## src/sct_pkg.sv

```systemverilog
// Shared types, constants and the per-cell operation table of the sine/cosine core.
`default_nettype none

package sct_pkg;

   localparam int unsigned DOUBLING_ROUNDS      = 4;
   localparam int unsigned RESULT_FRACTION_BITS = 30;

   localparam int unsigned FracBits   = 60;
   localparam int unsigned AngleShift = 31 - DOUBLING_ROUNDS;
   localparam int unsigned MulStages  = 4;
   // Squaring cell, four polynomial cells, one closing cell, then the doubling cells.
   localparam int unsigned NumCells   = 6 + DOUBLING_ROUNDS;
   localparam int unsigned ResShift   = FracBits - RESULT_FRACTION_BITS;

   localparam logic [63:0] One     = 64'd1 << FracBits;
   localparam logic [63:0] NegOne  = 64'd0 - One;
   localparam logic [63:0] ResHalf = (ResShift > 0) ? (64'd1 << (ResShift - 1)) : 64'd0;

   // Series coefficients, 1/n rounded to the nearest Q3.60 value.
   localparam logic [63:0] KCos0 = (One + 64'd907200) / 64'd1814400;
   localparam logic [63:0] KCos1 = (One + 64'd10080) / 64'd20160;
   localparam logic [63:0] KCos2 = (One + 64'd180) / 64'd360;
   localparam logic [63:0] KCos3 = (One + 64'd6) / 64'd12;
   localparam logic [63:0] KSin0 = (One + 64'd181440) / 64'd362880;
   localparam logic [63:0] KSin1 = (One + 64'd2520) / 64'd5040;
   localparam logic [63:0] KSin2 = (One + 64'd60) / 64'd120;
   localparam logic [63:0] KSin3 = (One + 64'd3) / 64'd6;

   typedef enum logic [1:0] {
      XS_A = 2'd0,
      XS_U = 2'd1,
      XS_W = 2'd2,
      XS_K = 2'd3
   } xsrc_type;

   typedef enum logic [1:0] {
      YS_A   = 2'd0,
      YS_Z   = 2'd1,
      YS_KMU = 2'd2
   } ysrc_type;

   // a: scaled angle, z: its square, u: cosine lane, w: sine lane (all Q3.60).
   typedef struct packed {
      logic [63:0] a;
      logic [63:0] z;
      logic [63:0] u;
      logic [63:0] w;
   } lane_type;

   typedef struct packed {
      xsrc_type    ux_src;
      ysrc_type    uy_src;
      xsrc_type    wx_src;
      ysrc_type    wy_src;
      logic [63:0] u_xk;
      logic [63:0] u_yk;
      logic [63:0] w_xk;
      logic [63:0] w_yk;
      logic [63:0] u_add;
      logic [63:0] w_add;
      logic        to_z;
   } op_type;

   // What each cell of the chain computes; cells past the closing one do doubling.
   function automatic op_type cell_op(input int unsigned level);
      op_type op;
      op.ux_src = XS_U;
      op.uy_src = YS_KMU;
      op.wx_src = XS_W;
      op.wy_src = YS_KMU;
      op.u_xk   = 64'd0;
      op.u_yk   = One << 2;
      op.w_xk   = 64'd0;
      op.w_yk   = One << 1;
      op.u_add  = 64'd0;
      op.w_add  = 64'd0;
      op.to_z   = 1'b0;
      case (level)
         0: begin
            op.ux_src = XS_A;
            op.uy_src = YS_A;
            op.wx_src = XS_A;
            op.wy_src = YS_A;
            op.to_z   = 1'b1;
         end
         1: begin
            op.ux_src = XS_K;
            op.u_xk   = KCos0;
            op.uy_src = YS_Z;
            op.u_add  = 64'd0 - KCos1;
            op.wx_src = XS_K;
            op.w_xk   = KSin0;
            op.wy_src = YS_Z;
            op.w_add  = 64'd0 - KSin1;
         end
         2: begin
            op.uy_src = YS_Z;
            op.u_add  = KCos2;
            op.wy_src = YS_Z;
            op.w_add  = KSin2;
         end
         3: begin
            op.uy_src = YS_Z;
            op.u_add  = 64'd0 - KCos3;
            op.wy_src = YS_Z;
            op.w_add  = 64'd0 - KSin3;
         end
         4: begin
            op.uy_src = YS_Z;
            op.u_add  = One;
            op.wy_src = YS_Z;
            op.w_add  = One;
         end
         5: begin
            op.uy_src = YS_Z;
            op.wy_src = YS_A;
         end
         default: begin
            op.to_z = 1'b0;
         end
      endcase
      return op;
   endfunction

endpackage

`default_nettype wire

```

## src/sct_finish.sv

```systemverilog
// Forms the cosine from the doubled versine and clamps both values to plus or minus one.
`default_nettype none

module sct_finish (
   input  logic        clock,
   input  logic        reset,
   input  logic        en,
   input  logic        in_valid,
   input  logic [63:0] vers,
   input  logic [63:0] sin_in,
   output logic        out_valid,
   output logic [63:0] cos_out,
   output logic [63:0] sin_out
);
   import sct_pkg::*;

   logic [1:0]  valid_ff;
   logic [63:0] cos1_ff, sin1_ff, cos1_in;
   logic [63:0] cos2_ff, sin2_ff, cos2_in, sin2_in;

   function automatic logic [63:0] clamp(input logic [63:0] v);
      logic [63:0] r;
      if ($signed(v) > $signed(One)) begin
         r = One;
      end else if ($signed(v) < $signed(NegOne)) begin
         r = NegOne;
      end else begin
         r = v;
      end
      return r;
   endfunction

   // cos = 1 - c/2, with c/2 an arithmetic shift.
   assign cos1_in = One - {vers[63], vers[63:1]};
   assign cos2_in = clamp(cos1_ff);
   assign sin2_in = clamp(sin1_ff);

   always_ff @(posedge clock) begin
      if (reset) begin
         valid_ff <= '0;
      end else if (en) begin
         valid_ff <= {valid_ff[0], in_valid};
      end
   end

   always_ff @(posedge clock) begin
      if (en) begin
         cos1_ff <= cos1_in;
         sin1_ff <= sin_in;
         cos2_ff <= cos2_in;
         sin2_ff <= sin2_in;
      end
   end

   assign out_valid = valid_ff[1];
   assign cos_out   = cos2_ff;
   assign sin_out   = sin2_ff;

endmodule

`default_nettype wire

```

## config.mk

```make
export PLATFORM = sky130hd
export DESIGN_NAME = sct_finish
export DESIGN_NICKNAME = d
export VERILOG_FILES = /design/src/sct_pkg.sv /design/src/sct_finish.sv
export SDC_FILE = /design/constraint.sdc
export NUM_CORES = 1
export LEC_CHECK = 0
export BUFFER_PORTS_ARGS = -buffer_cell sky130_fd_sc_hd__buf_2
export CAP_MARGIN = 20
export CELL_PAD_IN_SITES_DETAIL_PLACEMENT = 0
export CELL_PAD_IN_SITES_GLOBAL_PLACEMENT = 1
export CORE_AREA = 2 2 156 158
export CTS_CLUSTER_SIZE = 25
export DETAILED_ROUTE_END_ITERATION = 10
export DIE_AREA = 0 0 158 160
export PLACE_DENSITY_LB_ADDON = 0.1
export SETUP_SLACK_MARGIN = 0.15
export SYNTH_ARGS = -nofsm -noshare
export SYNTH_HDL_FRONTEND = slang
export SYNTH_SLANG_ARGS = --single-unit
```

## constraint.sdc

```tcl
create_clock -name clock -period 6.82 [get_ports clock]
set_clock_uncertainty 0.05 [all_clocks]
set_input_delay 0 -clock clock [delete_from_list [all_inputs] [get_ports clock]]
set_output_delay 0 -clock clock [all_outputs]
set_load 0.03 [all_outputs]
```

* After elaboration in Yosys (flattened, before gate mapping) *
Cells that the tools add are included.

operators by class
  shifts and indexed selects = 0
  reduce and logical (&&, ||, !) cells = 2
  equal/unequal tests = 0
  add/subtract/negate cells = 1
  $lt $le $gt $ge = 4
  divide/modulo/power cells = 0
  multipliers = 0
  multiplexer cells = 2
  bitwise operators = 0

operator list
  operator                                                      number
  > comparator 64 x 62 -> 1 bit, second input constant          2
  less-than comparator 64 x 61 -> 1 bit, second input constant  2
  2-to-1 mux 64 bit                                             2
  subtractor 62 x 63 -> 64 bit, first input constant            1
  OR reduction 2 bit                                            2

storage, ports and cells
  memories kept = 0
  memory bits (read-only) = 0
  RAM bits = 0
  output and inout bits = 129
  flip-flop bits (word level) = 258
  input bits = 132
  bits in latches = 0
  logic and storage cells = 16

* Logic depth before layout (Yosys ltp) *
  depth after elaboration = 2
  gate-level depth with buffers = 7
  gate-level depth less buffers = 7

* Worst setup path before layout *
Ideal clock, no wire load.

  path kind = input-to-reg
  start point = in vers[16]
  end point = reg cos1_ff[47] (data pin)
  data required time = 6.511 ns
  path slack = 4.685 ns
  arrival time = 1.826 ns
  stages on the path = 7
  library setup time = 0.259 ns
  path buffers = 2
  cells stage by stage = or4_4 or3_1 buf_4 nor4_1 buf_2 nand4_1 xor2_1

on the way
  cells in the longest elaborated chain, start to end = 1

ends and longest elaborated chain
  what                          RTL line          RTL
  start: declaration            sct_finish.sv:9   input logic [63:0] vers,
  subtractor 62 x 63 -> 64 bit  sct_finish.sv:34  assign cos1_in = One - {vers[63], vers[63:1]};
  net cos1_in[47]               sct_finish.sv:18  logic [63:0] cos1_ff, sin1_ff, cos1_in;
  end signal: assignment        sct_finish.sv:48  cos1_ff <= cos1_in;
  end: declaration              sct_finish.sv:18

The timed path passes the listed nets, and every way through them passes these cells.
A chain may end at the register's enable or synchronous reset.

* Worst setup path in the final report *
  start point = in vers[16]
  end point = reg cos1_ff[60] (data pin)

Same word-level chain as after synthesis.

==> flow_metrics.env <==
export IMPL_final_cells=1450
export IMPL_ys_ff_latch=258
export IMPL_die_area_mm2=0.0253
export IMPL_min_path_type="in2reg"
export IMPL_clock_latency_ns=0.53
export IMPL_cts_buffer_depth=3
export IMPL_setup_viol=0
export IMPL_grt_total_usage=0.188
export IMPL_fp_dieW_um=158
export IMPL_nets=1240
export IMPL_fin_setup_tns_ns=0
export IMPL_rows=57
export IMPL_worstMarginPinSlew_ns=1.10
export IMPL_nFillCells=1885
export IMPL_final_cell_mix="buf_2, edfxtp_1, dlygate4sd3_1"
export IMPL_hold_depth=1
export IMPL_hold_viol_final=0
export IMPL_port_buffers=259
export IMPL_die_h_um=160
export IMPL_wl_um=24400
export IMPL_slew_violations=0
export IMPL_antenna_found_initial=0
export IMPL_cts_sinks=258
export IMPL_hold_end="cos_out[32]"
export IMPL_drive_above_1_share=0.275
export IMPL_cap_violations=0
export IMPL_grt_start_max_net_pins=147
export IMPL_postSynthAreaPerCell_um2=15.5
export IMPL_path_class="in2reg"
export IMPL_status="completed"
export IMPL_r2r_end="cos_out[11]"
export IMPL_reg2reg_depth=6
export IMPL_antenna_left=0
export IMPL_rsz0062_at_grt="no"
export IMPL_syn_nets=799
export IMPL_worstPathArrival_ns=3.60
export IMPL_start_util=0.432
export IMPL_via_count=7044
export IMPL_cts_tree="built"
export IMPL_post_cts_setup_buffer_count=0
export IMPL_detail_route_first_pass_iterations=4
export IMPL_synth_seq_area_share=0.751
export IMPL_finalCritPeriodShare=0.478
export IMPL_yosysWarnings=0
export IMPL_ir_drop_v=0.000150
export IMPL_fin_crit_ns=3.26
export IMPL_syn_area_mm2=0.0103
export IMPL_htree_levels=1
export IMPL_clockRootBuffer="clkbuf_16"
export IMPL_reg2reg_from="cos1_ff[32]"
export IMPL_area_growth_pct=41.3
export IMPL_fmax_ghz=0.306
export IMPL_gp_congestion=0.821
export IMPL_required_ns=7.16
export IMPL_dp_cells=1234
export IMPL_final_common_cell="buf_2"
export IMPL_drcViolationCount=0
export IMPL_drtIter0Drc=354
export IMPL_end_kind="flip-flop"
export IMPL_clk_pin_slew_ns=0.06
export IMPL_p_total_mw=3.88
export IMPL_worstSetupStartpointType="primary input"
export IMPL_core_region_area_mm2=0.0238
export IMPL_grt_pass1_vias=7262
export IMPL_worstPathMaxFanout=11
export IMPL_drt_wirelength_per_cell_um=16.9
export IMPL_cts_made_buffers=28
export IMPL_overflow=0
export IMPL_n_antenna_cell=0
export IMPL_worstHoldStart="en"
export IMPL_cts_hold_buffers_added=164
export IMPL_synth_cell_type_count=35
export IMPL_routed_via_density=4.86
export IMPL_top_level_ports=261
export IMPL_hold_slack_ns=0.0511
export IMPL_grt_pass1_wl_um=37100
export IMPL_max_slew_margin_rel=0.265
export IMPL_cts_resized=0
export IMPL_rrSetupSlack_ns=3.75
export IMPL_power_leakage_nw=5.62
export IMPL_pwr_density_cell_mw_per_mm2=267
export IMPL_syn_instance_count=664
export IMPL_dp_final_hpwl_um=16600
## final cells by class
cell class,instances,area [µm²],area share
clock buffers,33,741,0.0509
clock inverters,18,180,0.0124
repair buffers,428,2990,0.205
multi-input cells,381,2470,0.170
flip-flops and latches,258,7730,0.531
well taps,324,405,0.0279
inverters,8,30.0,0.00207
## per-stage QoR
stage | area (µm²) | util | setup WS, ns
floorplan | 10300 | - | 4.68
global placement | 12000 | 0.503 | 3.80
detailed placement | 12000 | 0.503 | 3.68
CTS | 14500 | 0.610 | 3.24
global route | 14500 | 0.610 | 3.45
finish | 14500 | 0.610 | 3.56
## power by group
| group | total [mW] | internal, mW | switching, mW | leakage (nW) |
|---|---|---|---|---|
| combinational | 0.439 | 0.179 | 0.260 | 2.56 |
| sequential | 1.93 | 1.89 | 0.0464 | 2.61 |
| clock | 1.50 | 0.919 | 0.585 | 0.455 |
## cells by family (layout without fill, tap and decap cells)
group | after synthesis | count (layout) | synth area share
and+or+nand+nor | 308 | 308 | 0.178
xor gates and xnor gates | 59 | 59 | 0.0502
DFF | 258 | 258 | 0.751
adders and majority gates | 3 | 3 | 0.00365
muxes | 2 | 2 | 0.00195
AOI/OAI and AO/OA | 9 | 9 | 0.00608
buffers and inverters | 25 | 487 | 0.00960
## worst max-delay path: stages
cell and delay (ns):
dlygate4sd3_1 0.54, buf_2 0.14, or4_4 0.55, or3_1 0.55
nor4_4 0.58, nand4_1 0.30, o41ai_1 0.33, dlygate4sd3_1 0.61
## flip-flops by register name (all words and copies together), names as in the netlist
| name | count |
|---|---|
| cos_out | 64 |
| valid_ff | 2 |
| sin_out | 64 |
| cos1_ff | 64 |
| sin1_ff | 64 |
## synthesized netlist by cell type (all sizes together)
master,count,area [µm²]
edfxtp,256,7690
and2,120,751
nor4,49,337
xor2,37,324
nor2,32,120
nor3,26,130
xnor2,22,193
nand4,17,106
clkbuf,15,56.3
nand2,15,56.3
nand3,13,65.1
or3,9,56.3
inv,8,30.0
or4,8,67.6
nand3b,6,45.0
nand2b,5,31.3
ha,3,37.5
a21oi,2,10.0
buf,2,12.5
dfxtp,2,40.0
mux2i,2,20.0
nand4b,2,17.5
nor4b,2,17.5
o21ai,2,10.0
o31a,2,17.5
a31o,1,8.76
and3,1,6.26
and4b,1,10.0
nor2b,1,6.26
o31ai,1,7.51
o41ai,1,8.76
or2,1,6.26
## per-layer routing
| layer | track usage | part of all wire | wire [µm] |
|---|---|---|---|
| met3 | 0.0383 | 0.068 | 1660 |
| met1 | 0.237 | 0.42 | 10200 |
| met2 | 0.330 | 0.49 | 12000 |
| met4 | 0.0495 | 0.022 | 531 |
| met5 | 0 | 0 | 0 |
## worst max-delay path by stage
stage	slack (ns)	start	endpoint
final	3.56	vers[16]	cos1_ff[60]
after global routing	3.45	cos1_ff[32]	cos_out[11]
after CTS	3.24	vers[16]	cos1_ff[47]
after detailed placement	3.68	cos1_ff[4]	cos_out[11]
after global placement	3.80	vers[16]	cos1_ff[47]
after floorplan	4.68	vers[16]	cos1_ff[47]
No activity file was read; power rests on OpenSTA's default activity.
